<file path="config.mk">
export PLATFORM = sky130hd
export DESIGN_NAME = crcb_trap
export DESIGN_NICKNAME = d
export VERILOG_FILES = /design/src/rtl/crcb_pkg.sv /design/src/rtl/crcb_trap.sv
export SDC_FILE = /design/constraint.sdc
export NUM_CORES = 2
export LEC_CHECK = 0
export ABC_CLOCK_PERIOD_IN_PS = 19200
export BUFFER_PORTS_ARGS = -buffer_cell sky130_fd_sc_hd__buf_2
export CORE_ASPECT_RATIO = 1.25
export CORE_MARGIN = 3
export CORE_UTILIZATION = 30
export DETAILED_ROUTE_END_ITERATION = 8
export GPL_TIMING_DRIVEN = 0
export HOLD_SLACK_MARGIN = 0.15
export MAX_ROUTING_LAYER = met4
export PLACE_DENSITY = 0.5
export SLEW_MARGIN = 40
export SYNTH_ARGS = -nofsm -noshare
export SYNTH_HDL_FRONTEND = slang
export SYNTH_SLANG_ARGS = --single-unit
export TNS_END_PERCENT = 100
</file>
<file path="constraint.sdc">
create_clock -name clock -period 19.2 [get_ports clock]
set_input_delay 3.84 -clock clock [delete_from_list [all_inputs] [get_ports clock]]
set_output_delay 3.84 -clock clock [all_outputs]
set_load 0.01 [all_outputs]
</file>
<file path="src/rtl/crcb_pkg.sv">
`timescale 1ns / 1ps
// Package for the chirp rate correlator bank: widths, register indexes,
// the per-rate memory entry layout and the quarter-wave sine table.
// No dependencies; the other files of the block import it, all but crcb_ram.
package crcb_pkg;

   // Block dimensions.
   localparam int NUM_RATES        = 64;
   localparam int MAX_SAMPLES_LOG2 = 20;
   localparam int SINE_INDEX_BITS  = 10;

   // Field widths.
   localparam int RATE_W      = 6;
   localparam int RATE_CNT_W  = RATE_W + 1;
   localparam int PHASE_W     = 48;
   localparam int CU_W        = 32;
   localparam int TS_W        = 32;
   localparam int SUM_W       = 52;
   localparam int PROD_W      = 32;
   localparam int SAMPLE_W    = 16;
   localparam int SINE_W      = 16;
   localparam int SINE_MAG_W  = 15;
   localparam int AREA_W      = 52;
   localparam int MAG_W       = SUM_W + 2;
   localparam int CUR_W       = CU_W + RATE_W;
   localparam int COUNT_W     = MAX_SAMPLES_LOG2 + 1;
   localparam int RATES_W     = 7;
   localparam int CSR_INDEX_W = 2;
   localparam int CSR_DATA_W  = 48;

   localparam logic [COUNT_W-1:0] MAX_COUNT = COUNT_W'(1) << MAX_SAMPLES_LOG2;

   // Configuration register indexes.
   localparam logic [CSR_INDEX_W-1:0] REG_BASE_PHASE_STEP = CSR_INDEX_W'(0);
   localparam logic [CSR_INDEX_W-1:0] REG_CHIRP_UNIT      = CSR_INDEX_W'(1);
   localparam logic [CSR_INDEX_W-1:0] REG_TIME_STEP       = CSR_INDEX_W'(2);
   localparam logic [CSR_INDEX_W-1:0] REG_RATES_IN_USE    = CSR_INDEX_W'(3);

   // Configuration reset values.
   localparam logic [PHASE_W-1:0] BASE_PHASE_STEP_RESET = 48'd844424930132;
   localparam logic [CU_W-1:0]    CHIRP_UNIT_RESET      = 32'd28147;
   localparam logic [TS_W-1:0]    TIME_STEP_RESET       = 32'd429497;
   localparam logic [RATES_W-1:0] RATES_IN_USE_RESET    = 7'd64;

   // One memory word per chirp rate.
   typedef struct packed {
      logic [PHASE_W-1:0] phase;
      logic [PHASE_W-1:0] step;
      logic [SUM_W-1:0]   sum;
      logic [PROD_W-1:0]  first_prod;
      logic [PROD_W-1:0]  last_prod;
   } entry_type;

   localparam int ENTRY_W = $bits(entry_type);

   // Control from the sequencer to the template update pipeline.
   typedef struct packed {
      logic                       issue;
      logic [RATE_W-1:0]          rate;
      logic                       block_start;
      logic signed [SAMPLE_W-1:0] sample;
   } tmpl_ctl_type;

   // Quarter-wave sine table, Q15, built at elaboration.
   localparam int QUARTER_BITS = SINE_INDEX_BITS - 2;
   localparam int QUARTER      = 1 << QUARTER_BITS;
   localparam longint unsigned HALF_PI_Q30 = 64'd1686629713;

   typedef logic [QUARTER-1:0][SINE_MAG_W-1:0] qtab_type;

   // First-quadrant sine by an 8-term Taylor series in Q30. Each term is the
   // previous one times theta^2 over (2k)(2k+1), with alternating signs.
   function automatic logic [SINE_MAG_W-1:0] quarter_sine(input longint unsigned m);
      longint unsigned theta;
      longint unsigned t2;
      longint unsigned term;
      longint          acc;
      theta = (m * HALF_PI_Q30) >> (SINE_INDEX_BITS - 2);
      t2    = (theta * theta) >> 30;
      term  = theta;
      acc   = longint'(theta);
      term  = ((term * t2) >> 30) / 64'd6;
      acc   = acc - longint'(term);
      term  = ((term * t2) >> 30) / 64'd20;
      acc   = acc + longint'(term);
      term  = ((term * t2) >> 30) / 64'd42;
      acc   = acc - longint'(term);
      term  = ((term * t2) >> 30) / 64'd72;
      acc   = acc + longint'(term);
      term  = ((term * t2) >> 30) / 64'd110;
      acc   = acc - longint'(term);
      term  = ((term * t2) >> 30) / 64'd156;
      acc   = acc + longint'(term);
      term  = ((term * t2) >> 30) / 64'd210;
      acc   = acc - longint'(term);
      if (acc < 0) acc = 0;
      acc = (acc + 16384) >> 15;
      if (acc > 32767) acc = 32767;
      return SINE_MAG_W'(acc);
   endfunction

   function automatic qtab_type build_qtab();
      qtab_type t;
      int       i;
      for (i = 0; i < QUARTER; i++) begin
         t[i] = quarter_sine(i);
      end
      return t;
   endfunction

   localparam qtab_type                SINE_QTAB = build_qtab();
   localparam logic [SINE_MAG_W-1:0]   SINE_PEAK = quarter_sine(QUARTER);

   // Full-circle sine from the quarter table by quadrant symmetry.
   function automatic logic signed [SINE_W-1:0] sine_lookup(
      input logic [SINE_INDEX_BITS-1:0] idx
   );
      logic [1:0]              quad;
      logic [QUARTER_BITS-1:0] m;
      logic [QUARTER_BITS-1:0] m_rev;
      logic [SINE_MAG_W-1:0]   mag;
      quad  = idx[SINE_INDEX_BITS-1 -: 2];
      m     = idx[QUARTER_BITS-1:0];
      m_rev = '0 - m;
      if (quad[0]) begin
         mag = (m == '0) ? SINE_PEAK : SINE_QTAB[m_rev];
      end else begin
         mag = SINE_QTAB[m];
      end
      if (quad[1]) return -$signed({1'b0, mag});
      else return $signed({1'b0, mag});
   endfunction

endpackage

</file>
<file path="src/rtl/crcb_trap.sv">
`timescale 1ns / 1ps
// Trapezoid area unit: time_step * (2*sum - first - last) / 2^33, rounded
// half away from zero and saturated, one at a time. Depends on crcb_pkg.
module crcb_trap import crcb_pkg::*; (
   input  logic                     clock,
   input  logic                     reset,
   input  logic                     start,
   input  entry_type                entry,
   input  logic [TS_W-1:0]          time_step,
   output logic                     done,
   output logic signed [AREA_W-1:0] area
);

   localparam logic [2:0] TS_IDLE = 3'd0;
   localparam logic [2:0] TS_LO   = 3'd1;
   localparam logic [2:0] TS_HI   = 3'd2;
   localparam logic [2:0] TS_ADD  = 3'd3;
   localparam logic [2:0] TS_RND  = 3'd4;

   localparam int X_W = MAG_W + 1;
   localparam logic [X_W-1:0] LIM = X_W'(1) << (AREA_W - 1);

   logic [2:0]              step_ff;
   logic [2:0]              step_in;
   logic                    done_ff;
   logic                    neg_ff;
   logic [MAG_W-1:0]        mag_ff;
   logic [TS_W-1:0]         ts_ff;
   logic [2*TS_W-1:0]       prod_ff;
   logic [TS_W-1:0]         lo_top_ff;
   logic [X_W-1:0]          x_ff;
   logic [AREA_W-1:0]       area_ff;

   logic signed [MAG_W-1:0] d_c;
   logic [MAG_W-1:0]        mag_c;
   logic [TS_W-1:0]         mul_b;
   logic [2*TS_W-1:0]       mul_p;
   logic [X_W:0]            q_wide;
   logic [X_W-1:0]          q_c;
   logic [X_W-1:0]          q_sat;
   logic [AREA_W-1:0]       area_c;

   // Twice the sum less both end products, as a sign and magnitude.
   always_comb begin
      d_c = $signed({entry.sum[SUM_W-1], entry.sum, 1'b0})
          - $signed({{(MAG_W - PROD_W){entry.first_prod[PROD_W-1]}}, entry.first_prod})
          - $signed({{(MAG_W - PROD_W){entry.last_prod[PROD_W-1]}}, entry.last_prod});
      mag_c = d_c[MAG_W-1] ? MAG_W'(-d_c) : MAG_W'(d_c);
   end

   // One 32x32 multiplier shared by the low and high halves.
   assign mul_b = (step_ff == TS_LO) ? mag_ff[TS_W-1:0] : TS_W'(mag_ff[MAG_W-1:TS_W]);
   assign mul_p = ts_ff * mul_b;

   // Rounding and saturation.
   always_comb begin
      q_wide = ({1'b0, x_ff} + (X_W + 1)'(1)) >> 1;
      q_c    = q_wide[X_W-1:0];
      if (neg_ff) begin
         q_sat  = (q_c > LIM) ? LIM : q_c;
         area_c = '0 - q_sat[AREA_W-1:0];
      end else begin
         q_sat  = (q_c > LIM - X_W'(1)) ? LIM - X_W'(1) : q_c;
         area_c = q_sat[AREA_W-1:0];
      end
   end

   always_comb begin
      step_in = step_ff;
      case (step_ff)
         TS_IDLE: if (start) step_in = TS_LO;
         TS_LO:   step_in = TS_HI;
         TS_HI:   step_in = TS_ADD;
         TS_ADD:  step_in = TS_RND;
         TS_RND:  step_in = TS_IDLE;
         default: step_in = TS_IDLE;
      endcase
   end

   always_ff @(posedge clock) begin
      if (reset) begin
         step_ff <= TS_IDLE;
         done_ff <= 1'b0;
      end else begin
         step_ff <= step_in;
         done_ff <= (step_ff == TS_RND);
      end
   end

   // Datapath registers.
   always_ff @(posedge clock) begin
      if (step_ff == TS_IDLE && start) begin
         neg_ff <= d_c[MAG_W-1];
         mag_ff <= mag_c;
         ts_ff  <= time_step;
      end
      if (step_ff == TS_LO || step_ff == TS_HI) prod_ff <= mul_p;
      if (step_ff == TS_HI) lo_top_ff <= prod_ff[2*TS_W-1:TS_W];
      if (step_ff == TS_ADD) x_ff <= X_W'(prod_ff[MAG_W-1:0]) + X_W'(lo_top_ff);
      if (step_ff == TS_RND) area_ff <= area_c;
   end

   assign done = done_ff;
   assign area = area_ff;

endmodule

</file>
# Word-level counts from Yosys, hierarchy flattened
# Index checks and enable logic that the tools add are counted.
# W data, S select, Z words.
[classes]
order_cmp = 2
bitwise_logic = 0
eq_ne = 5
n_mul = 1
n_mux = 7
addsub = 6
n_shift = 0
n_div = 0
n_reduce_logical = 3
[op_table]
columns = ["op", "count"]
rows = [
  ["$mux W52", 3],
  ["$mul A32 B32 Y64", 1],
  ["$add A55 B1 Y56 const B", 1],
  ["$add A54 B32 Y55", 1],
  ["$gt A55 B51 Y1 const B", 1],
  ["$gt A55 B52 Y1 const B", 1],
  ["$neg A54 Y54", 1],
  ["$sub A53 B32 Y54", 1],
  ["$sub A54 B32 Y54", 1],
  ["$mux W53", 1],
  ["$sub A1 B52 Y52 const A", 1],
  ["$mux W32", 1],
  ["$pmux W3 S4", 1],
  ["$eq A3 B2 Y1 const B", 2],
  ["$eq A3 B1 Y1 const B", 1],
  ["$eq A3 B3 Y1 const B", 1],
  ["$logic_not A3 Y1", 1],
  ["$mux W3", 1],
  ["$ne A2 B2 Y1 const B", 1],
  ["$logic_and A1 B1 Y1", 1],
  ["$logic_or A1 B1 Y1", 1],
]
[word_totals]
in_bits = 247
wordCells = 34
reg_bits = 294
mem_bits_ro = 0
ramBits = 0
out_inout_bits = 53
latchBits = 0
memories = 0

# Longest topological paths before layout
[depth]
word_depth = 5
mapped_depth = 34
ltp_nobuf = 31

# Least setup slack after synthesis
# Ideal clock, no wire load.
[synth_timing]
kind = "input port to flip-flop"
start = "in start"
end = "reg mag_ff[0], enable pin"
path_stages = 1
slack_ps = 5807
required_time_ps = 18423
t_arrival_ps = 12616
n_path_buf = 0
cell_sequence = "nor4b_1"
[synth_via]
elab_chain_len = 1
[synth_lines]
columns = ["element", "line", "rtl"]
rows = [
  ["from (decl)", "crcb_trap.sv:7", "input logic start,"],
  ["$logic_and A1 B1 Y1", "crcb_trap.sv:92", "if (step_ff == TS_IDLE && start) begin"],
  ["to (signal assigned)", "crcb_trap.sv:94", "mag_ff <= mag_c;"],
  ["to (decl)", "crcb_trap.sv:27", "logic [MAG_W-1:0] mag_ff;"],
]
# No other way between the ends.
# A chain may end at the register's enable or synchronous reset.

# Worst setup path after layout
[layout_timing]
start = "reg step_ff[0]"
end = "reg prod_ff[58], data pin"
[layout_via]
elab_chain_len = 3
[layout_lines]
columns = ["element", "line", "rtl"]
rows = [
  ["from (decl)", "crcb_trap.sv:23", "logic [2:0] step_ff;"],
  ["from (signal assigned)", "crcb_trap.sv:85", "step_ff <= step_in;"],
  ["$eq A3 B1 Y1", "crcb_trap.sv:52", "assign mul_b = (step_ff == TS_LO) ? mag_ff[TS_W-1:0] : TS_W'(mag_ff[MAG_W-1:TS_W]);"],
  ["$mux W32", "crcb_trap.sv:52", ""],
  ["$mul A32 B32 Y64", "crcb_trap.sv:53", "assign mul_p = ts_ff * mul_b;"],
  ["via mul_p[58]", "crcb_trap.sv:37", "logic [2*TS_W-1:0] mul_p;"],
  ["to (signal assigned)", "crcb_trap.sv:97", "if (step_ff == TS_LO || step_ff == TS_HI) prod_ff <= mul_p;"],
  ["to (decl)", "crcb_trap.sv:29", "logic [2*TS_W-1:0] prod_ff;"],
]
# The timed path passes the listed nets, and every way through them passes these cells.

==> flow_summary.toml <==
[grt]
grt_usage = 0.220
grt_pass1_vias = 44100
antenna_found_initial = 5
grt_start_max_net_pins = 65
grt-ovfl-total = 0
grt_first_pass_wirelength_um = 293000

[critical_path]
crit_arrival_ns = 12.50
reg2reg_from = "step_ff[0]"
critPathSlowestCell = "clkbuf_1"
cp_common_cell = "fa_1"
rr_worst_depth = 31
r2r_end = "prod_ff[58]"
r2r_slack_ns = 7.06
required_ns = 19.56
start_kind = "flip-flop"
path_class = "flip-flop to flip-flop"
critical_path.max_fanout = 10
cp-end-kind = "flip-flop"
cpPeakStageDelay_ns = 0.75

[detailed_routing]
drt-total-wl_um = 198000
route.antenna.remaining_nets = 0
drtIter0Drc = 2552
drc = 0
vias = 42200
avgViaCountPerCell = 4.97
first_pass_iters = 5
wl_per_cell_um = 23.3

[sta]
clock_skew_ns = 0.0422
rsz0062_at_grt = "false"
setup_viol = 0
post-route-period-util = 0.632
setup_slack_ns = 7.06
hold_viol_final = 0
finalMaxSlewViolations = 0
worst_pin_slew_ns = 0.963
relSlewSlack = 0.358
fmax_mhz = 82.4
timing.setup.tns_ns = 0
period_minus_slack_ns = 12.14

[finish]
utilization = 0.335
fin_cells = 8478
final_common_cell = "inv_1"
final_cell_mix = "inv_1 (1,048), fa_1 (949), nand2_1 (613), and2_1 (399), ha_1 (354)"
nets = 7632
drive_gt1_frac = 0.0771
fillers = 18800
syn_to_final_growth_pct = 10.4

[clocking]
path_clk_slew_ns = 0.06
cts_tree = "done"
cts_buffer_depth = 3
ctsHoldBuffers = 0
cts_root_buffer = "clkbuf_16"
postCtsSetupRepairBufs = 0
post_cts_resized = 0
cts_buffers = 36
cts_sinks = 294
clk_latency_ns = 0.63
htree_num_levels = 2

[floorplan]
io_pins = 300
fp.dieW_um = 386
die_y_um = 481
dieArea_sq_um = 186000
design.core.area_sq_um = 179000
floorplan.initialDensity = 0.303
rows = 173

[synthesis]
synth_flop_cell = "edfxtp_1"
syn-cell-area_sq_um = 54200
syn_inst = 5803
yosysWarnings = 0
async_flop_share = 0
ys_ff_latch = 294
syn-num-nets = 7353
synth_edf_count = 290
syn_area_per_cell_sq_um = 9.35
synthDistinctLibCells = 94
yosysSeqAreaShare = 0.162

[hold_path]
whs_path_depth = 0
min_from = "prod_ff[55]"
holdCritPathClass = "flip-flop to flip-flop"
hold_end = "lo_top_ff[23]"

[outcome]
outcome = "finished clean"

[job]
maxCapViolCount = 0

[place]
dp_hpwl_um = 170000
numPortBuffers = 203
dp_cells = 8405
place_congestion = 0.979
place_ws_ns = 6.90
## layout make-up
type / count / area [sq um] / share of cell area
antenna: 6 / 15.0 / 0.000251
buffer: 299 / 1240 / 0.0208
clock buffer: 43 / 927 / 0.0155
clock inverter: 23 / 269 / 0.00449
inverter: 1051 / 3950 / 0.0659
multi-input combinational: 4159 / 40400 / 0.675
sequential: 294 / 8790 / 0.147
tap: 2362 / 2960 / 0.0494
timing repair buffer: 241 / 1280 / 0.0214
## Yosys cell counts, types with 8 or more instances
cell,n,area [sq um]
o2111ai_1,9,78.8
xnor2_1,168,1470
or3_1,13,81.3
nand2b_1,24,150
edfxtp_1,290,8710
nand3_1,91,455
nor2_1,167,627
nor2b_1,106,663
mux2i_1,11,110
mux2_2,21,236
a31o_2,9,78.8
o21ai_0,144,721
o21bai_1,24,180
nor4_1,28,175
and3_1,165,1030
o21ai_1,19,95.1
a21o_1,95,713
a21oi_1,202,1010
and4_1,16,140
ha_1,354,4430
buf_2,11,55.1
a21boi_0,9,67.6
or2_2,19,119
a211oi_1,23,173
a22oi_1,25,188
a31oi_1,26,163
fa_1,949,19000
nor3_1,66,330
o31ai_1,18,135
nand4_1,52,325
o211ai_1,18,135
xor2_1,82,718
nand2_1,613,2300
clkbuf_1,284,1070
inv_1,1050,3940
o21a_1,35,263
and2_1,399,2500
o31a_1,8,70.1
## layer usage
layer  GRT usage  wire, um
met5           -         0
met4      0.0975     10400
met3      0.0247      9710
met2       0.371     96900
met1       0.264     80600
## state kept, by name, indices dropped and copies added, names as in the netlist
name	cells
lo_top_ff	32
done	1
neg_ff	1
step_ff	3
prod_ff	64
x_ff	55
ts_ff	32
mag_ff	54
area	52
## worst max-delay path, delay by kind of cell, from the launching register on
family,cells,cell delay [ns]
buf+inv,9,2.53
mux,1,0.74
flops,1,0.31
compound gates,7,2.48
simple gates,5,1.39
fa+ha+maj,9,4.41
## cell families after synthesis
| logic type | Yosys count | share of synthesized area |
|---|---|---|
| adder cells (fa/ha/maj) | 1303 | 0.432 |
| buffers and inverters | 1350 | 0.0941 |
| XOR/XNOR | 250 | 0.0404 |
| AND/OR/NAND/NOR | 1819 | 0.174 |
| AO/OA/AOI/OAI | 755 | 0.0912 |
| multiplexers | 32 | 0.00639 |
| flip-flops | 294 | 0.162 |
## through the flow
| stage | cell area, sq um | hold slack, ns |
|---|---|---|
| 2_1_floorplan | 54200 | 0.400 |
| 3_3_place_gp | 58200 | 0.409 |
| 3_5_place_dp | 58600 | 0.406 |
| 4_1_cts | 59800 | 0.420 |
| 5_1_grt | 59900 | 0.435 |
| 6_report | 59900 | 0.418 |
## worst max-delay path by stage
stage	from	to	slack, ns	cells after the start
floorplan	start	mag_ff[0]	5.81	1
global placement	start	ts_ff[25]	-0.72	2
detailed placement	step_ff[0]	prod_ff[58]	6.90	31
CTS	step_ff[0]	prod_ff[58]	6.90	31
global route	step_ff[0]	prod_ff[58]	6.53	31
finish	step_ff[0]	prod_ff[58]	7.06	31
Power is left out: the tool's default activity adds up to more than one toggle a clock period on the data nets, which glitch-free logic cannot reach.
