==> config.mk <==
export PLATFORM = sky130hd
export DESIGN_NAME = crcb_ram
export DESIGN_NICKNAME = d
export VERILOG_FILES = /design/src/rtl/crcb_ram.sv
export SDC_FILE = /design/constraint.sdc
export NUM_CORES = 1
export LEC_CHECK = 0
export ABC_AREA = 1
export BUFFER_PORTS_ARGS = -buffer_cell sky130_fd_sc_hd__buf_2
export CAP_MARGIN = 0
export CORE_ASPECT_RATIO = 0.6
export CORE_MARGIN = 2
export CORE_UTILIZATION = 45
export DETAILED_ROUTE_END_ITERATION = 12
export GPL_TIMING_DRIVEN = 0
export PLACE_DENSITY = 0.72
export SLEW_MARGIN = 25
export SYNTH_ARGS = -nofsm -noshare
export SYNTH_HDL_FRONTEND = slang
export SYNTH_SLANG_ARGS = --single-unit
==> constraint.sdc <==
create_clock -name clock -period 1.5 [get_ports clock]
set_clock_uncertainty 0.15 [all_clocks]
set_input_delay 0.075 -clock clock [delete_from_list [all_inputs] [get_ports clock]]
set_output_delay 0.075 -clock clock [all_outputs]
set_load 0.05 [all_outputs]
==> src/rtl/crcb_ram.sv <==
`timescale 1ns / 1ps
// Generic single-port-write, single-port-read RAM with a registered read.
// No dependencies.
module crcb_ram #(
   parameter int WIDTH = 8,
   parameter int DEPTH = 16,
   localparam int ADDR_W = (DEPTH > 1) ? $clog2(DEPTH) : 1
) (
   input  logic              clock,
   input  logic              we,
   input  logic [ADDR_W-1:0] waddr,
   input  logic [WIDTH-1:0]  wdata,
   input  logic              re,
   input  logic [ADDR_W-1:0] raddr,
   output logic [WIDTH-1:0]  rdata
);

   logic [WIDTH-1:0] mem_ff [DEPTH];
   logic [WIDTH-1:0] rdata_ff;

   // Write port.
   always_ff @(posedge clock) begin
      if (we) mem_ff[waddr] <= wdata;
   end

   // Read port; the data holds while no read is issued.
   always_ff @(posedge clock) begin
      if (re) rdata_ff <= mem_ff[raddr];
   end

   assign rdata = rdata_ff;

endmodule

Word level (Yosys, flattened, before mapping). Memory sizes are Yosys's and may differ from the RTL's. A register that Yosys moved wholly into a read port is not among the register bits. Index checks and enable logic that the tools add are counted.

Register bits after elaboration: 0. RAM bits: 128. Input port bits: 19. Output and inout bits: 8. Word-level logic and storage cells: 3. Memories: 1.

Muxes and demuxes: 2.

Memory list: mem_ff (depth 16, width 8, rd ports 1, clocked after memory_dff 1, write ports 1, RTL line 18) `logic [WIDTH-1:0] mem_ff [DEPTH];`.

Operator list (count): 2-to-1 mux 1 bit (2).

Logic depth before layout (Yosys ltp). Gate-level depths: netlist of the first run.

Depth in word-level cells: 2. Depth in mapped cells: 8. Gate-level depth less buffers: 7.

Worst setup path after synthesis of the first run. No wires, ideal clock.

Path type: input -> register. Start: input waddr[2]. End: memory mem_ff[10][0], enable pin. Setup time: 0.370 ns. Arrival: 0.656 ns. Data required time: 0.980 ns. Slack: 0.324 ns. Stages: 2. Path buffers: 0. Path through: nand3b_1 -> nor2_1.

RTL lines: start, declared (RTL line 11) `input logic [ADDR_W-1:0] waddr,`; end, declared (RTL line 18).

No word-level cell before the write port.

==> results.yml, run 1 <==
outcome:
  outcome: "finished, final reports clean"
critical_path:
  cp-startpoint: "mem_ff[15][3]"
  critical_path.most_common_cell: "nand3_1"
  path_cells: "inv_1 > nand2_1 > nand3_1 > nand3_1 > nand3_1 > nand2_1"
  critical-path-top-delay-family: "simple AND/OR/NAND/NOR gates"
  critPathArrivalTime_ns: 1.41
  critPathLaunchType: "flop"
  critPathKind: "flop to flop"
  endpoint_kind: "flop"
  critical_path_required_ns: 1.51
  critPathMaxStageDelay_ns: 0.36
  cp_max_fo: 1
  r2r-start: "mem_ff[15][3]"
  crit_slowest_cell: "edfxtp_1"
  critPathBufInv: 1
detailed_routing:
  routed_wirelength_um: 14700
  vias: 3988
  drt_iter0_markers: 499
  avgViaCountPerCell: 5.08
  route.detailed.drc: 0
  drtPass1Iterations: 5
  antenna_left: 0
  wl_per_cell_um: 18.7
floorplanning:
  chipHeight_um: 92.3
  core_area_um2: 12800
  dieArea_um2: 14000
  io_pins: 27
  initial_core_util_pct: 45.8
  die_w_um: 151
  rows: 32
logic_synthesis:
  syn_nets: 570
  synth-compound-area-share_pct: 0
  synth_top_family_by_area: "simple AND/OR/NAND/NOR gates"
  synth_xor_area_share_pct: 0
  yosys_warnings: 0
  synth_cell_types: 11
  postSynthAreaPerCell_um2: 10.6
  synthSimpleGateAreaFrac_pct: 20.8
  synth_seq_area_share_pct: 69.8
  synth-adder-area-share_pct: 0
  syn_area_um2: 5850
  postSynthCellCount: 551
  synthMuxAreaShare_pct: 0
  ys_ff_latch: 136
timing:
  finalCritPeriodShare_pct: 92.7
  report.final.hold_viol_count: 0
  final_max_slew_viol_count: 0
  worst_pin_slew_ns: 0.953
  layout_setup_ws_ns: 0.109
  setup_viol: 0
  max_slew_margin_pct: 36.2
  fin_crit_ns: 1.39
  rsz0062_at_grt: "no"
  max_freq_ghz: 0.719
layout:
  areaGrowthSynthToFinish_pct: 18.0
  final_cell_mix: "nand2_1 (173), edfxtp_1 (136), inv_1 (100)"
  antenna_cells: 0
  num-fill-cells: 1090
  nets: 621
  layout_commonest_cell: "nand2_1"
  layout-drive-gt1-share_pct: 12.4
cts:
  htreeDepth: 4
  cts_buffers: 17
  hold_buffers: 9
  root_buffer: "clkbuf_16"
  postCtsSetupRepairBufs: 0
  cts.path.max_buffers: 2
  cts_sinks: 136
  clkTransAtPathRegs_ns: 0.06
  cts_resized: 0
  clkLatencyLatePin_ns: 0.41
  cts_tree: "yes"
hold_path:
  hold_class: "input port to flop"
  hold_path_startpoint: "raddr[2]"
power_and_ir_drop:
  clockPowerShare_pct: 47.5
  finalPower_w: 0.00944
  swShare_pct: 21.7
  power_switching_w: 0.00205
  p_per_area_nw_per_um2: 1370
  seqPwrFrac_pct: 45.6
  vdd_drop_max_uv: 1010
  p_comb_share_pct: 6.9
  static-leakage-power_nw: 2.97
  p_int_w: 0.00739
global_route:
  grt_usage_pct: 22.9
  gr-total-overflow: 0
  grt_pass1_vias: 3865
  grt_antenna_before_repair: 0
  grt_pass1_wl_um: 22100
  grt_max_degree: 17
placement:
  numPortBuffers: 23
  hpwl_um: 9870
  pre_cts_slack_ns: -0.239
  finalWeightedCongestion: 0.941
flow_run:
  maxCapViolations: 0
-- cell families after synthesis --
family,after synthesis
buffers and inverters,126
flip-flops,136
AND/OR/NAND/NOR,289
-- state kept, by name, summed over array words and instances, names as in the netlist --
register	cells
mem_ff	128
rdata	8
-- power by group through the flow --
stage	Clock (W)	Combinational, W	Sequential (W)
2_1_floorplan	0	0.000300	0.00444
3_3_place_gp	0	0.000606	0.00438
3_5_place_dp	0	0.000617	0.00438
4_1_cts	0.00451	0.000639	0.00430
5_1_grt	0.00469	0.000709	0.00431
6_report	0.00448	0.000654	0.00430
-- layer usage --
metal	global-route usage, %	wire [um]	vias up
met5	0	0	-
met4	8.41	424	0
met3	9.21	1950	37
met2	29.8	5690	212
met1	34.3	6630	1852
li1	-	-	1887
-- final cells by class --
cell class / count / area, um^2 / area share [%]
Timing Repair Buffer: 32 / 205 / 2.97
Tap cell: 170 / 213 / 3.08
Multi-Input combinational cell: 289 / 1210 / 17.6
Buffer: 24 / 166 / 2.41
Clock inverter: 14 / 205 / 2.97
Inverter: 102 / 383 / 5.55
Clock buffer: 18 / 429 / 6.22
Sequential cell: 136 / 4080 / 59.2
-- Yosys cell counts (all sizes together) --
cell	number	area, um^2
buf	24	166
nor2	17	63.8
nand3	97	485
nand3b	2	15.0
inv	102	383
nand2	173	649
edfxtp	136	4080
-- worst reg2reg max path: cells and delay by family (launching register included) --
kind,cells,cell delay [ns]
flops,1,0.36
simple gates,5,0.57
buf+inv,1,0.06
-- per-stage QoR --
| step | util (%) | cells | area, um^2 | hold WS, ns | TNS [ns] |
|---|---|---|---|---|---|
| after floorplan | - | 551 | 5850 | 0.0239 | 0 |
| after global placement | 48.3 | 744 | 6170 | 0.253 | -9.12 |
| after detailed placement | 48.3 | 744 | 6170 | 0.269 | -13.70 |
| after CTS | 54.0 | 785 | 6900 | 0.0173 | 0 |
| after global routing | 54.0 | 785 | 6900 | 0.0466 | 0 |
| final | 54.0 | 785 | 6900 | 0.0246 | 0 |
-- path summary, 6_finish.rpt --
kind | slack, ns | endpoint | cells past startpoint
min reg2reg | 0.61 | rdata[5] | 6
max | 0.11 | rdata[3] | 6
min | 0.02 | rdata[3] | 4
max reg2reg | 0.11 | rdata[3] | 6
(Power assumes the default switching activity.)
==> inputs of run 2 (changes only) <==
==> constraint.sdc (replaced) <==
create_clock -name clock -period 1.29 [get_ports clock]
set_clock_uncertainty 0.15 [all_clocks]
set_input_delay 0.0645 -clock clock [delete_from_list [all_inputs] [get_ports clock]]
set_output_delay 0.0645 -clock clock [all_outputs]
set_load 0.05 [all_outputs]
==> run 2 against run 1 <==
The flow now finishes with violations (setup timing); cell count is 0.13% higher; critical endpoint is now rdata[5]; worst setup slack worse by 0.13 ns; count of clock-buffer cells in the layout stayed put; sequential share of layout area is 1.5 points lower.
==> results.yml, run 2 (synthesis results as in run 1) <==
critical_path:
  critPathKind: "flop to flop"
  endpoint_kind: "flop"
  critPathLaunchType: "flop"
  cp_max_fo: 1
  critPathArrivalTime_ns: 1.33
  critical_path_required_ns: 1.30
detailed_routing:
  vias: 4003
  wl_per_cell_um: 19.0
  drtPass1Iterations: 5
  antenna_left: 0
  routed_wirelength_um: 15000
  route.detailed.drc: 0
  avgViaCountPerCell: 5.09
  drt_iter0_markers: 409
floorplanning:
  rows: 32
  die_w_um: 151
  core_area_um2: 12800
  dieArea_um2: 14000
  chipHeight_um: 92.3
  initial_core_util_pct: 45.8
  io_pins: 27
power_and_ir_drop:
  finalPower_w: 0.0110
  p_per_area_nw_per_um2: 1560
  vdd_drop_max_uv: 1200
  static-leakage-power_nw: 3.03
timing:
  rsz0062_at_grt: "yes"
  max_freq_ghz: 0.761
  report.final.hold_viol_count: 0
  setup_viol: 5
  finalCritPeriodShare_pct: 102
  layout_setup_ws_ns: -0.0237
  worst_pin_slew_ns: 0.928
  max_slew_margin_pct: 37.9
  final_max_slew_viol_count: 0
  setup_tns_ns: -0.0379
  fin_crit_ns: 1.31
hold_path:
  hold_class: "input port to flop"
global_route:
  grtUsageMet2_pct: 30.2
  grt_antenna_before_repair: 2
  grt_pass1_wl_um: 22300
  use_met3_pct: 9.61
  gr-total-overflow: 0
  grt_pass1_vias: 3889
  use_met1_pct: 34.3
  grt_usage_pct: 23.2
  grt_max_degree: 17
  busiest_layer: "met1"
placement:
  numPortBuffers: 23
  placed_cells: 744
  dpl-instance-area_um2: 6170
  hpwl_um: 9870
  finalWeightedCongestion: 0.941
cts:
  cts_buffers: 17
  cts_tree: "yes"
  clkLatencyLatePin_ns: 0.41
  cts_sinks: 136
  root_buffer: "clkbuf_16"
  postCtsSetupRepairBufs: 0
  htreeDepth: 4
  cts.path.max_buffers: 2
  clkTransAtPathRegs_ns: 0.06
layout:
  num-fill-cells: 1068
  nets: 621
  layout_commonest_cell: "nand2_1"
  final_core_util_pct: 55.4
  final_cell_mix: "nand2_1 (167), edfxtp_1 (136), inv_1 (100)"
  multi_input_area_um2: 1390
  layout.cells.non_filler: 786
  seqCellArea_um2: 4080
  largest_reg_flops: 128
  stdcell_area_um2: 7080
  layout-drive-gt1-share_pct: 18.4
  areaGrowthSynthToFinish_pct: 21.1
  top_register: "mem_ff"
flow_run:
  maxCapViolations: 0
outcome:
  violations: "setup timing"
  outcome: "finished with violations"
==> run 2: changes by cell type in the layout (fill, tap and decap cells not counted), sizes merged <==
| cell | before | now |
|---|---|---|
| diode | 0 | 1 |
==> run 2: cell type report <==
cell class / instances / area share (%)
antenna: 1 / 0.0353
buffer: 24 / 2.35
clock buffer: 18 / 6.06
clock inverter: 14 / 2.90
inverter: 102 / 5.41
multi-input combinational: 289 / 19.7
sequential: 136 / 57.7
tap: 170 / 3.00
timing repair buffer: 32 / 2.90
==> run 2: per-layer routing <==
layer  routed length [um]  part of all wire [%]  vias up
met3                 1670                    11       37
met1                 6970                    47     1898
li1                     -                     -     1889
met4                  407                   2.7        2
met2                 5890                    39      177
met5                   13                 0.087        -
==> run 2: where the power goes <==
group          switching [W]  leakage [nW]  total (W)  internal [W]
Clock                0.00182         0.306    0.00522       0.00341
Combinational       0.000589          1.49   0.000811      0.000222
Sequential         0.0000232          1.24    0.00500       0.00498
Total                0.00243          3.03     0.0110       0.00861
==> run 2: worst max-delay path, stage by stage, from the launching register on <==
cell and delay [ns]:
edfxtp_1 0.36, inv_1 0.07, nand2_1 0.06, nand3_1 0.10
nand3_2 0.13, nand3_1 0.12, nand2_1 0.08
==> run 2: through the flow <==
| stage | hold WS, ns | worst slack, ns |
|---|---|---|
| after floorplan | 0.0134 | 0.125 |
| after global placement | 0.242 | -0.426 |
| after detailed placement | 0.259 | -0.439 |
| after CTS | 0.00675 | -0.00293 |
| after global routing | 0.0417 | -0.0699 |
| final | 0.0143 | -0.0237 |
==> run 2: what timing repair did <==
item | in CTS | in global routing
cloned | 0 | 0
pin swaps | 0 | 7
hold endpoints to repair | 136 | 0
hold buffers | 9 | 0
gates resized for setup | 15 | 24
endpoints found under the setup margin | 16 | 18
==> run 2: worst paths after layout <==
kind | startpoint | end | slack, ns | cells past startpoint
setup / recovery | mem_ff[1][5] | rdata[5] | -0.02 | 6
hold / removal | raddr[2] | rdata[3] | 0.01 | 4
setup reg to reg | mem_ff[1][5] | rdata[5] | -0.02 | 6
hold reg to reg | mem_ff[12][5] | rdata[5] | 0.61 | 6
==> inputs of run 3 (changes only) <==
==> constraint.sdc (replaced) <==
create_clock -name clock -period 1.35 [get_ports clock]
set_clock_uncertainty 0.15 [all_clocks]
set_input_delay 0.0675 -clock clock [delete_from_list [all_inputs] [get_ports clock]]
set_output_delay 0.0675 -clock clock [all_outputs]
set_load 0.05 [all_outputs]
==> run 3 against run 2 <==
Critical path type unchanged; die area unchanged; design area down 0.78%; the run now ends clean; sequential power down 4.4%; critical path depth unchanged; utilization down 0.43 points; flip-flop and latch count unchanged; global-route usage down 0.24 points; first-iteration DRC count up 23%; combinational power down 6.4%; routed wire length down 0.68%; register-to-register slack better by 0.05 ns.
==> results.yml, run 3 (synthesis results as in run 1) <==
critical_path:
  endpoint_kind: "flop"
  r2r-start: "mem_ff[15][7]"
  cp_max_fo: 1
  r2r_setup_slack_ns: 0.03
  rr_worst_depth: 6
  critPathKind: "flop to flop"
  critPathArrivalTime_ns: 1.33
  critical_path_required_ns: 1.36
  r2r-end: "rdata[7]"
  critPathLaunchType: "flop"
timing:
  max_slew_margin_pct: 35.2
  worst_pin_slew_ns: 0.968
  holdWs_ns: 0.0160
  fin_crit_ns: 1.32
  setup_viol: 0
  report.final.hold_viol_count: 0
  rsz0062_at_grt: "yes"
  max_freq_ghz: 0.755
  final_max_slew_viol_count: 0
  finalCritPeriodShare_pct: 98.1
detailed_routing:
  routed_wirelength_um: 14900
  drt_iter0_markers: 502
  antenna_left: 0
  avgViaCountPerCell: 5.10
  wl_per_cell_um: 18.9
  drtPass1Iterations: 5
  vias: 4007
  route.detailed.drc: 0
power_and_ir_drop:
  p_per_area_nw_per_um2: 1500
  p_comb_share_pct: 7.2
  swShare_pct: 21.8
  power_switching_w: 0.00229
  clockPowerShare_pct: 47.3
  p_int_w: 0.00822
  static-leakage-power_nw: 3.01
  seqPwrFrac_pct: 45.5
  vdd_drop_max_uv: 1140
hold_path:
  hold_path_startpoint: "raddr[2]"
  whs_endpoint: "rdata[3]"
  hold_class: "input port to flop"
  hold_depth: 4
flow_run:
  maxCapViolations: 0
cts:
  cts_sinks: 136
  cts_tree: "yes"
  cts_buffers: 17
  root_buffer: "clkbuf_16"
  clkLatencyLatePin_ns: 0.41
  htreeDepth: 4
  clkTransAtPathRegs_ns: 0.06
  cts.path.max_buffers: 2
global_route:
  grt_pass1_vias: 3865
  grt_pass1_wl_um: 22100
  grt_usage_pct: 22.9
  grt_max_degree: 17
  grt_antenna_before_repair: 0
  gr-total-overflow: 0
layout:
  top_register: "mem_ff"
  final_cell_mix: "nand2_1 (167), edfxtp_1 (136), inv_1 (100)"
  areaGrowthSynthToFinish_pct: 20.1
  nets: 621
  largest_reg_flops: 128
  antenna_cells: 0
  layout.cells.non_filler: 785
  layout-drive-gt1-share_pct: 16.6
  layout_commonest_cell: "nand2_1"
placement:
  finalWeightedCongestion: 0.941
  numPortBuffers: 23
  hpwl_um: 9870
  placed_cells: 744
floorplanning:
  rows: 32
  dieArea_um2: 14000
  chipHeight_um: 92.3
  io_pins: 27
  core_area_um2: 12800
  initial_core_util_pct: 45.8
  die_w_um: 151
outcome:
  outcome: "finished, final reports clean"
## run 3: changes by cell type in the layout (fill, tap and decap cells not counted), sizes merged
cell   delta
diode     -1
## run 3: area by class of cell
| class | count | area [um^2] |
|---|---|---|
| clock buffers | 18 | 429 |
| inverters | 102 | 383 |
| repair buffers | 32 | 205 |
| multi-input cells | 289 | 1340 |
| plain buffers | 24 | 166 |
| clock inverters | 14 | 205 |
| well taps | 170 | 213 |
| fillers | 1077 | 5750 |
| flip-flops and latches | 136 | 4080 |
## run 3: power groups by stage
stage / Clock [W] / Combinational (W) / Sequential [W]
floorplan: 0 / 0.000333 / 0.00494
global placement: 0 / 0.000674 / 0.00486
detailed placement: 0 / 0.000686 / 0.00487
CTS: 0.00501 / 0.000710 / 0.00478
global route: 0.00521 / 0.000822 / 0.00479
finish: 0.00498 / 0.000759 / 0.00478
## run 3: per-layer routing
metal | GRT usage (%) | vias up | share of wire (%)
met5 | 0 | - | 0
met4 | 8.41 | 0 | 2.6
met3 | 9.21 | 30 | 11
met2 | 29.8 | 197 | 40
met1 | 34.3 | 1894 | 47
li1 | - | 1886 | -
## run 3: worst max path at each step
stage	endpoint	slack, ns	start	cells after the start
3_3_place_gp	mem_ff[4][3]	-0.37	waddr[3]	3
3_5_place_dp	mem_ff[4][5]	-0.38	waddr[3]	3
6_report	rdata[7]	0.03	mem_ff[15][7]	6
2_1_floorplan	mem_ff[10][0]	0.18	waddr[2]	2
5_1_grt	rdata[3]	-0.02	mem_ff[15][3]	6
4_1_cts	rdata[5]	0.01	mem_ff[11][5]	6
## run 3: worst max-delay path: stages (launching register included)
cell,delay [ns]
edfxtp_1,0.36
inv_1,0.06
nand2_1,0.04
nand3_1,0.16
nand3_1,0.11
nand3_1,0.11
nand2_2,0.07
## run 3: per-stage QoR
step	TNS, ns	total power (W)	instance area (um^2)	setup slack [ns]	utilization [%]
after floorplan	0	0.00527	5850	0.182	-
after global placement	-28.37	0.00554	6170	-0.369	48.3
after detailed placement	-32.98	0.00556	6170	-0.382	48.3
after CTS	0	0.0105	6900	0.00999	54.0
after global routing	-0.0548	0.0108	7020	-0.0152	55.0
final	0	0.0105	7020	0.0257	55.0
## run 3: what timing repair did
action / 4_1_cts / 5_1_grt
hold endpoints to repair: 136 / 0
buffers inserted: 0 / 0
setup endpoints to repair: 0 / 16
gates resized for setup: 0 / 28
hold buffers: 9 / 0
