<file path="config.mk">
export PLATFORM = sky130hd
export DESIGN_NAME = crcb_tmpl
export DESIGN_NICKNAME = d
export VERILOG_FILES = /design/src/rtl/crcb_pkg.sv /design/src/rtl/crcb_tmpl.sv
export SDC_FILE = /design/constraint.sdc
export NUM_CORES = 2
export LEC_CHECK = 0
export BUFFER_PORTS_ARGS = -buffer_cell sky130_fd_sc_hd__clkbuf_2
export CAP_MARGIN = 20
export CORE_ASPECT_RATIO = 0.9
export CORE_UTILIZATION = 42
export CTS_CLUSTER_SIZE = 28
export DETAILED_ROUTE_END_ITERATION = 8
export PLACE_DENSITY = 0.64
export SKIP_LAST_GASP = 1
export SYNTH_ARGS = -nofsm -noshare
export SYNTH_HDL_FRONTEND = slang
export SYNTH_SLANG_ARGS = --single-unit
</file>
<file path="constraint.sdc">
create_clock -name clock -period 8.75 [get_ports clock]
set_input_delay 1.75 -clock clock [delete_from_list [all_inputs] [get_ports clock]]
set_output_delay 1.75 -clock clock [all_outputs]
set_load 0.01 [all_outputs]
</file>
<file path="src/rtl/crcb_pkg.sv">
`timescale 1ns / 1ps
// Package for the chirp rate correlator bank: widths, register indexes,
// the per-rate memory entry layout and the quarter-wave sine table.
// No dependencies; the other files of the block import it, all but crcb_ram.
package crcb_pkg;

   // Block dimensions.
   localparam int NUM_RATES        = 64;
   localparam int MAX_SAMPLES_LOG2 = 20;
   localparam int SINE_INDEX_BITS  = 10;

   // Field widths.
   localparam int RATE_W      = 6;
   localparam int RATE_CNT_W  = RATE_W + 1;
   localparam int PHASE_W     = 48;
   localparam int CU_W        = 32;
   localparam int TS_W        = 32;
   localparam int SUM_W       = 52;
   localparam int PROD_W      = 32;
   localparam int SAMPLE_W    = 16;
   localparam int SINE_W      = 16;
   localparam int SINE_MAG_W  = 15;
   localparam int AREA_W      = 52;
   localparam int MAG_W       = SUM_W + 2;
   localparam int CUR_W       = CU_W + RATE_W;
   localparam int COUNT_W     = MAX_SAMPLES_LOG2 + 1;
   localparam int RATES_W     = 7;
   localparam int CSR_INDEX_W = 2;
   localparam int CSR_DATA_W  = 48;

   localparam logic [COUNT_W-1:0] MAX_COUNT = COUNT_W'(1) << MAX_SAMPLES_LOG2;

   // Configuration register indexes.
   localparam logic [CSR_INDEX_W-1:0] REG_BASE_PHASE_STEP = CSR_INDEX_W'(0);
   localparam logic [CSR_INDEX_W-1:0] REG_CHIRP_UNIT      = CSR_INDEX_W'(1);
   localparam logic [CSR_INDEX_W-1:0] REG_TIME_STEP       = CSR_INDEX_W'(2);
   localparam logic [CSR_INDEX_W-1:0] REG_RATES_IN_USE    = CSR_INDEX_W'(3);

   // Configuration reset values.
   localparam logic [PHASE_W-1:0] BASE_PHASE_STEP_RESET = 48'd844424930132;
   localparam logic [CU_W-1:0]    CHIRP_UNIT_RESET      = 32'd28147;
   localparam logic [TS_W-1:0]    TIME_STEP_RESET       = 32'd429497;
   localparam logic [RATES_W-1:0] RATES_IN_USE_RESET    = 7'd64;

   // One memory word per chirp rate.
   typedef struct packed {
      logic [PHASE_W-1:0] phase;
      logic [PHASE_W-1:0] step;
      logic [SUM_W-1:0]   sum;
      logic [PROD_W-1:0]  first_prod;
      logic [PROD_W-1:0]  last_prod;
   } entry_type;

   localparam int ENTRY_W = $bits(entry_type);

   // Control from the sequencer to the template update pipeline.
   typedef struct packed {
      logic                       issue;
      logic [RATE_W-1:0]          rate;
      logic                       block_start;
      logic signed [SAMPLE_W-1:0] sample;
   } tmpl_ctl_type;

   // Quarter-wave sine table, Q15, built at elaboration.
   localparam int QUARTER_BITS = SINE_INDEX_BITS - 2;
   localparam int QUARTER      = 1 << QUARTER_BITS;
   localparam longint unsigned HALF_PI_Q30 = 64'd1686629713;

   typedef logic [QUARTER-1:0][SINE_MAG_W-1:0] qtab_type;

   // First-quadrant sine by an 8-term Taylor series in Q30. Each term is the
   // previous one times theta^2 over (2k)(2k+1), with alternating signs.
   function automatic logic [SINE_MAG_W-1:0] quarter_sine(input longint unsigned m);
      longint unsigned theta;
      longint unsigned t2;
      longint unsigned term;
      longint          acc;
      theta = (m * HALF_PI_Q30) >> (SINE_INDEX_BITS - 2);
      t2    = (theta * theta) >> 30;
      term  = theta;
      acc   = longint'(theta);
      term  = ((term * t2) >> 30) / 64'd6;
      acc   = acc - longint'(term);
      term  = ((term * t2) >> 30) / 64'd20;
      acc   = acc + longint'(term);
      term  = ((term * t2) >> 30) / 64'd42;
      acc   = acc - longint'(term);
      term  = ((term * t2) >> 30) / 64'd72;
      acc   = acc + longint'(term);
      term  = ((term * t2) >> 30) / 64'd110;
      acc   = acc - longint'(term);
      term  = ((term * t2) >> 30) / 64'd156;
      acc   = acc + longint'(term);
      term  = ((term * t2) >> 30) / 64'd210;
      acc   = acc - longint'(term);
      if (acc < 0) acc = 0;
      acc = (acc + 16384) >> 15;
      if (acc > 32767) acc = 32767;
      return SINE_MAG_W'(acc);
   endfunction

   function automatic qtab_type build_qtab();
      qtab_type t;
      int       i;
      for (i = 0; i < QUARTER; i++) begin
         t[i] = quarter_sine(i);
      end
      return t;
   endfunction

   localparam qtab_type                SINE_QTAB = build_qtab();
   localparam logic [SINE_MAG_W-1:0]   SINE_PEAK = quarter_sine(QUARTER);

   // Full-circle sine from the quarter table by quadrant symmetry.
   function automatic logic signed [SINE_W-1:0] sine_lookup(
      input logic [SINE_INDEX_BITS-1:0] idx
   );
      logic [1:0]              quad;
      logic [QUARTER_BITS-1:0] m;
      logic [QUARTER_BITS-1:0] m_rev;
      logic [SINE_MAG_W-1:0]   mag;
      quad  = idx[SINE_INDEX_BITS-1 -: 2];
      m     = idx[QUARTER_BITS-1:0];
      m_rev = '0 - m;
      if (quad[0]) begin
         mag = (m == '0) ? SINE_PEAK : SINE_QTAB[m_rev];
      end else begin
         mag = SINE_QTAB[m];
      end
      if (quad[1]) return -$signed({1'b0, mag});
      else return $signed({1'b0, mag});
   endfunction

endpackage

</file>
<file path="src/rtl/crcb_tmpl.sv">
`timescale 1ns / 1ps
// Template update pipeline: read-modify-write of one rate entry per cycle
// (phase, phase step, product sum, first and last product). Depends on crcb_pkg.
module crcb_tmpl import crcb_pkg::*; (
   input  logic               clock,
   input  logic               reset,
   input  tmpl_ctl_type       ctl,
   input  logic [PHASE_W-1:0] base_phase_step,
   input  logic [CU_W-1:0]    chirp_unit,
   input  entry_type          rd_entry,
   output logic               wr_en,
   output logic [RATE_W-1:0]  wr_addr,
   output entry_type          wr_entry,
   output logic               busy
);

   // Stage 1: memory read in flight, chirp_unit * rate computed.
   logic               s1_valid_ff;
   logic [RATE_W-1:0]  s1_rate_ff;
   logic [CUR_W-1:0]   s1_cur_ff;

   // Stage 2: sine looked up, phase and step advanced.
   logic                     s2_valid_ff;
   logic [RATE_W-1:0]        s2_rate_ff;
   logic signed [SINE_W-1:0] s2_sine_ff;
   logic [PHASE_W-1:0]       s2_phase_ff;
   logic [PHASE_W-1:0]       s2_step_ff;
   logic [SUM_W-1:0]         s2_sum_ff;
   logic [PROD_W-1:0]        s2_first_ff;

   // Stage 3: product formed, accumulated on write-back.
   logic                     s3_valid_ff;
   logic [RATE_W-1:0]        s3_rate_ff;
   logic signed [PROD_W-1:0] s3_prod_ff;
   logic [PHASE_W-1:0]       s3_phase_ff;
   logic [PHASE_W-1:0]       s3_step_ff;
   logic [SUM_W-1:0]         s3_sum_ff;
   logic [PROD_W-1:0]        s3_first_ff;

   logic [PHASE_W-1:0]         cur_ext;
   logic [PHASE_W-1:0]         twice_ext;
   logic [SINE_INDEX_BITS-1:0] sine_idx;
   logic [PHASE_W-1:0]         phase_in;
   logic [PHASE_W-1:0]         step_in;
   logic [SUM_W-1:0]           sum_sel;
   logic signed [PROD_W-1:0]   prod_in;

   // Valid bits of the three stages.
   always_ff @(posedge clock) begin
      if (reset) begin
         s1_valid_ff <= 1'b0;
         s2_valid_ff <= 1'b0;
         s3_valid_ff <= 1'b0;
      end else begin
         s1_valid_ff <= ctl.issue;
         s2_valid_ff <= s1_valid_ff;
         s3_valid_ff <= s2_valid_ff;
      end
   end

   // Stage 1 payload: per-rate chirp increment.
   always_ff @(posedge clock) begin
      s1_rate_ff <= ctl.rate;
      s1_cur_ff  <= CUR_W'(chirp_unit) * CUR_W'(ctl.rate);
   end

   // Phase and step update. A block start ignores the stored entry and starts
   // from phase zero and the initial step base + unit*r.
   always_comb begin
      cur_ext   = PHASE_W'(s1_cur_ff);
      twice_ext = PHASE_W'({s1_cur_ff, 1'b0});
      if (ctl.block_start) begin
         sine_idx = '0;
         phase_in = base_phase_step + cur_ext;
         step_in  = base_phase_step + cur_ext + twice_ext;
         sum_sel  = '0;
      end else begin
         sine_idx = rd_entry.phase[PHASE_W-1 -: SINE_INDEX_BITS];
         phase_in = rd_entry.phase + rd_entry.step;
         step_in  = rd_entry.step + twice_ext;
         sum_sel  = rd_entry.sum;
      end
   end

   always_ff @(posedge clock) begin
      s2_rate_ff  <= s1_rate_ff;
      s2_sine_ff  <= sine_lookup(sine_idx);
      s2_phase_ff <= phase_in;
      s2_step_ff  <= step_in;
      s2_sum_ff   <= sum_sel;
      s2_first_ff <= rd_entry.first_prod;
   end

   // Stage 2: sample times sine.
   assign prod_in = ctl.sample * s2_sine_ff;

   always_ff @(posedge clock) begin
      s3_rate_ff  <= s2_rate_ff;
      s3_prod_ff  <= prod_in;
      s3_phase_ff <= s2_phase_ff;
      s3_step_ff  <= s2_step_ff;
      s3_sum_ff   <= s2_sum_ff;
      s3_first_ff <= s2_first_ff;
   end

   // Stage 3: accumulate and write the entry back.
   always_comb begin
      wr_entry.phase      = s3_phase_ff;
      wr_entry.step       = s3_step_ff;
      wr_entry.sum        = s3_sum_ff + {{(SUM_W - PROD_W){s3_prod_ff[PROD_W-1]}}, s3_prod_ff};
      wr_entry.first_prod = ctl.block_start ? s3_prod_ff : s3_first_ff;
      wr_entry.last_prod  = s3_prod_ff;
   end

   assign wr_en   = s3_valid_ff;
   assign wr_addr = s3_rate_ff;
   assign busy    = s1_valid_ff | s2_valid_ff | s3_valid_ff;

endmodule

</file>
**Yosys cells after proc, flatten, opt, wreduce, memory -nomap -nowiden**

Memory sizes are Yosys's and may differ from the RTL's.
Index checks and enable logic that the tools add are counted.
Widths: inputs -> output; s select.

- Bits in registers: 467
- Bits in read-only memories: 7680
- Input bits: 318
- Output and inout bits: 220
- Logic and storage cells: 43
- Memories kept: 2

- $add $sub $neg: 7
- Multipliers: 2
- Magnitude comparators: 2
- Mux-type cells: 9
- Bitwise logic cells: 2
- Reduce and logical (&&, ||, !) cells: 1

Memory list:

| memory | depth | width | rd ports | clocked after Yosys merged registers in | wr ports | RTL line | text |
|---|---|---|---|---|---|---|---|
| (no name shown) | 256 | 15 | 1 | 0 | 0 | crcb_pkg.sv:128 | `mag = SINE_QTAB[m];` |
| (no name shown) | 256 | 15 | 1 | 0 | 0 | crcb_pkg.sv:126 | `mag = (m == '0) ? SINE_PEAK : SINE_QTAB[m_rev];` |

Operators by type and width:

| cell | number |
|---|---|
| $add 48x39->48 | 2 |
| $mux 48 | 2 |
| $mux 15 | 5 |
| $add 52x52->52 | 1 |
| $add 48x38->48 | 1 |
| $add 48x48->48 | 1 |
| $mul 32x6->38 | 1 |
| $mul 16x16->32 | 1 |
| $mux 32 | 1 |
| $lt 8x9->1 const B | 2 |
| $neg 15->16 | 1 |
| $mux 10 | 1 |
| $logic_not 8->1 | 1 |
| $sub 1x8->8 const A | 1 |
| $or 1x1->1 | 2 |

**Logic depth before layout (Yosys ltp)**

- Word-level depth: 8
- Gate-level depth with buffers: 27
- Gate-level depth less buffers: 25

**Worst setup path before layout**

OpenSTA, ideal clock, no wires.

- Kind: input to register
- Start: input ctl[15] in the netlist's numbering
- End: register s3_prod_ff[31]
- Library setup time: 0.072 ns
- Data arrival time: 8.010 ns
- Data required time: 8.678 ns
- Setup slack: 0.668 ns
- Stages on the path: 23
- Buffers on the path: 1
- Cells stage by stage: clkbuf_1 -> nand2_1 -> fa_1 -> inv_1 -> fa_1 -> fa_1 -> fa_1 -> fa_1 -> inv_1 -> fa_1 -> inv_1 -> ha_1 -> inv_1 -> a31oi_1 -> o21ai_0 -> a21oi_1 -> o21a_1 -> or3_1 -> a211o_1 -> a2111oi_0 -> o41ai_1 -> a21oi_1 -> xnor2_1

- Word-level cells in the longest chain between the ends: 1

RTL lines:

| what | RTL line | text |
|---|---|---|
| from (decl) | crcb_tmpl.sv:7 | `input tmpl_ctl_type ctl,` |
| $mul 16x16->32 | crcb_tmpl.sv:95 | `assign prod_in = ctl.sample * s2_sine_ff;` |
| named net prod_in[31] | crcb_tmpl.sv:46 | `logic signed [PROD_W-1:0] prod_in;` |
| to (signal assigned) | crcb_tmpl.sv:99 | `s3_prod_ff <= prod_in;` |
| to (decl) | crcb_tmpl.sv:34 | `logic signed [PROD_W-1:0] s3_prod_ff;` |

The timed path passes the listed nets, and every way through them passes these cells.
A chain may end at the register's enable or synchronous reset.

**Final worst setup path**

Same ends and word-level chain as after synthesis.

==> reports/qor_table.md <==
| Result | Reported | Unit |
| --- | --- | --- |
| Slew headroom | 14.4 | % |
| Starting utilization of the core area | 42.4 | % |
| Total DRC errors in the routed layout | 0 | - |
| Leading cell type in the layout, fill and taps excluded | sky130_fd_sc_hd__nand2_1 | - |
| Hold/Removal Path Class | reg -> reg | - |
| Setup-failing EPs final | 0 | - |
| Clock buffers created by TritonCTS | 51 | - |
| Worst clock skew | 0.0583 | ns |
| Clock tree from TritonCTS | done | - |
| Worst Setup Start Kind | input port | - |
| Number of rows created at floorplan | 114 | - |
| Number of placed cells counting well taps | 7411 | - |
| Mean instance size in the synthesized netlist | 8.32 | sq um |
| # H-tree levels | 2 | - |
| Number of nets in the layout | 7068 | - |
| Layout filler cell count | 10500 | - |
| Total clock sinks | 467 | - |
| WS Path Type | in -> reg | - |
| CTS hold repair buffers | 0 | - |
| Weighted congestion at the end of routability-driven global placement | 1.00 | - |
| Commonest non-fill, non-tap cells in the layout | 593 x sky130_fd_sc_hd__nand2_1, 536 x sky130_fd_sc_hd__inv_1, 502 x sky130_fd_sc_hd__clkbuf_2 | - |
| Crit Path Max Fanout | 9 | - |
| Horizontal die dimension | 350 | um |
| Buffer type at the clock tree root | sky130_fd_sc_hd__clkbuf_16 | - |
| Post-Synthesis Cells | 5492 | - |
| Endpoint kind of the worst setup timing path | flip-flop | - |
| Via/cell ratio | 5.84 | - |
| Number of library cell types mapped by synthesis | 108 | - |
| Clock insertion delay at the later pin of the skew report | 0.67 | ns |
| Syn Nets | 6544 | - |
| Post-synth EDFFs | 0 | - |
| First DRT Iteration DRCs | 4313 | - |
| Total of warnings raised by yosys | 0 | - |
| Final Critical Period | 7.68 | ns |
| Required time at the worst-slack endpoint | 9.31 | ns |
| Reg-to-reg setup timing slack | 1.67 | ns |
| Post-detailed-route wirelength per cell | 23.5 | um |
| Flip-flop and latch count after synthesis | 467 | - |
| Area delta synth->final | 15.0 | % |
| PD cells | 519 | nW/um^2 |
| Peak clock frequency supported by timing | 0.130 | GHz |
| Post-synthesis instance area | 45700 | sq um |
| TritonRoute pass-1 iters | 5 | - |
| Setup Fix Bufs, Post-CTS | 0 | - |
| Number of primary I/O pins | 538 | - |
| FFs w/ async S/R, synth | 0 | % |
| Dpl hpwl | 138000 | um |
| Result of the run | finished, final reports clean | - |
| Max Buffers Root-to-Sink | 3 | - |
| Final global-route overflow total | 0 | - |
| First-pass GRT wire length | 264000 | um |
| Aggregate negative setup slack | 0 | ns |
| Post-CTS resize count | 0 | - |
| Data arrival time of the critical path | 8.25 | ns |
| Via count | 43900 | - |
| Largest net degree at the start of global routing | 65 | - |
| Full die area | 110000 | sq um |
| Max IR drop VDD | 0.940 | mV |
| Proportion of synthesized chip area in sequential cells | 20.5 | % |
| Commonest register cell after synthesis | sky130_fd_sc_hd__dfxtp_1 | - |
| Max-slew violation count | 0 | - |
| Ratio of final minimum period to clock period | 87.8 | % |
| Standby leakage power | 0.0245 | uW |
| Number of maximum-capacitance constraint violations | 0 | - |
| Worst-margin pin slew | 1.28 | ns |
| Floorplan core area | 108000 | sq um |
| Number of cells in the finished layout apart from fillers | 7521 | - |
| Clock input transition at the sequential cells of the worst setup and hold paths | 0.06 | ns |
| Gr usage total | 31.3 | % |
| Unrepaired setup endpoints after global routing | false | - |
| Final Routed Wirelength | 176000 | um |
| Final Hold Violating Endpoints | 0 | - |
| Vias in the first global route | 42500 | - |
| Ratio of cells with drive above 1 in the final layout | 16.1 | % |
| Initial antenna violation count | 21 | - |
| IO Port Bufs | 505 | - |
| Final antenna-violating net count | 0 | - |
| Die height | 315 | um |
==> kinds of logic after synthesis <==
logic type                 share of synthesized area [%]
adders and majority gates                           26.5
xor gates and xnor gates                            4.96
and+or+nand+nor                                     17.2
AOI/OAI and AO/OA                                   21.6
muxes                                               1.64
DFF                                                 20.5
buffers and inverters                               7.67
==> where the power goes <==
group	switching [uW]	internal, uW
Clock	965	1240
Sequential	393	3070
Combinational	12200	9330
Total	13600	13600
==> registers in the layout, summed over array words and instances, names as in the netlist <==
signal / flops
s3_phase_ff: 48
s2_valid_ff: 1
s3_sum_ff: 52
wr_addr: 6
s2_phase_ff: 48
s2_step_ff: 48
s1_valid_ff: 1
s3_prod_ff: 32
s3_step_ff: 48
s1_cur_ff: 38
s3_first_ff: 32
s2_rate_ff: 6
s2_sum_ff: 52
s1_rate_ff: 6
s2_first_ff: 32
s2_sine_ff: 16
wr_en: 1
==> layer usage <==
metal,track usage [%],wire (um),up-vias
met5,0,76,-
met4,11.6,6630,12
met3,7.81,18300,390
met2,48.0,76200,2195
met1,42.5,75300,21300
li1,-,-,20100
==> synthesized netlist by cell type, types with 28 or more instances <==
cell type,number,area [sq um]
sky130_fd_sc_hd__nand2_1,593,2230
sky130_fd_sc_hd__inv_1,536,2010
sky130_fd_sc_hd__dfxtp_1,467,9350
sky130_fd_sc_hd__fa_1,390,7810
sky130_fd_sc_hd__a21oi_1,369,1850
sky130_fd_sc_hd__ha_1,344,4300
sky130_fd_sc_hd__o21ai_0,314,1570
sky130_fd_sc_hd__nor2_1,283,1060
sky130_fd_sc_hd__and2_1,164,1030
sky130_fd_sc_hd__xnor2_1,161,1410
sky130_fd_sc_hd__clkbuf_1,154,578
sky130_fd_sc_hd__a21o_1,128,961
sky130_fd_sc_hd__nand3_1,117,586
sky130_fd_sc_hd__nor2b_1,105,657
sky130_fd_sc_hd__buf_2,103,515
sky130_fd_sc_hd__xor2_1,93,815
sky130_fd_sc_hd__nand2b_1,78,488
sky130_fd_sc_hd__a31oi_1,76,475
sky130_fd_sc_hd__o211ai_1,76,571
sky130_fd_sc_hd__nor3_1,73,365
sky130_fd_sc_hd__a211oi_1,55,413
sky130_fd_sc_hd__nand4_1,42,263
sky130_fd_sc_hd__o21bai_1,39,293
sky130_fd_sc_hd__mux2_2,35,394
sky130_fd_sc_hd__o22ai_1,34,213
sky130_fd_sc_hd__and3_1,33,206
sky130_fd_sc_hd__o21a_1,30,225
sky130_fd_sc_hd__o311ai_0,28,245
==> per-stage QoR <==
stage | power (uW) | hold slack, ns | setup WS (ns) | cell area, sq um | utilization, %
final | 27200 | 0.320 | 1.07 | 52500 | 48.8
after global routing | 30500 | 0.321 | 0.658 | 52500 | 48.8
after CTS | 27300 | 0.321 | 1.09 | 52500 | 48.7
after detailed placement | 24900 | 0.312 | 0.410 | 50800 | 47.1
after global placement | 24600 | 0.310 | 0.420 | 50800 | 47.1
after floorplan | 19900 | 0.310 | 0.668 | 45700 | -
==> area by class of cell <==
cell class	count	area, sq um	share of cell area, %
multi-input cells	4166	32900	62.6
flip-flops and latches	467	9350	17.8
repair buffers	783	4700	8.95
inverters	547	2060	3.91
well taps	1450	1810	3.45
clock buffers	68	1410	2.68
clock inverters	27	307	0.583
diodes	13	32.5	0.0619
==> critical path, cell delays in order <==
cell and delay, ns:
sky130_fd_sc_hd__clkbuf_2 0.19, sky130_fd_sc_hd__buf_4 0.19, sky130_fd_sc_hd__nand2_1 0.12, sky130_fd_sc_hd__fa_1 0.60
sky130_fd_sc_hd__inv_1 0.07, sky130_fd_sc_hd__fa_1 0.54, sky130_fd_sc_hd__fa_1 0.59, sky130_fd_sc_hd__fa_1 0.45
sky130_fd_sc_hd__fa_1 0.55, sky130_fd_sc_hd__inv_1 0.05, sky130_fd_sc_hd__fa_1 0.52, sky130_fd_sc_hd__inv_1 0.04
sky130_fd_sc_hd__ha_1 0.37, sky130_fd_sc_hd__inv_1 0.13, sky130_fd_sc_hd__a31oi_1 0.05, sky130_fd_sc_hd__o21ai_0 0.16
sky130_fd_sc_hd__a21oi_1 0.09, sky130_fd_sc_hd__o21a_1 0.20, sky130_fd_sc_hd__or3_1 0.31, sky130_fd_sc_hd__a211o_1 0.28
sky130_fd_sc_hd__a2111oi_0 0.50, sky130_fd_sc_hd__o41ai_1 0.16, sky130_fd_sc_hd__a21oi_1 0.19, sky130_fd_sc_hd__xnor2_1 0.13
==> worst paths after layout <==
| check | from | to | depth (start not counted) |
|---|---|---|---|
| setup / recovery | ctl[15] | s3_prod_ff[31] | 24 |
| hold / removal | s2_step_ff[5] | s3_step_ff[5] | 0 |
| setup reg to reg | s2_sine_ff[1] | s3_prod_ff[31] | 24 |
| hold reg to reg | s2_step_ff[5] | s3_step_ff[5] | 0 |
Power figures use the tool's default switching activity.
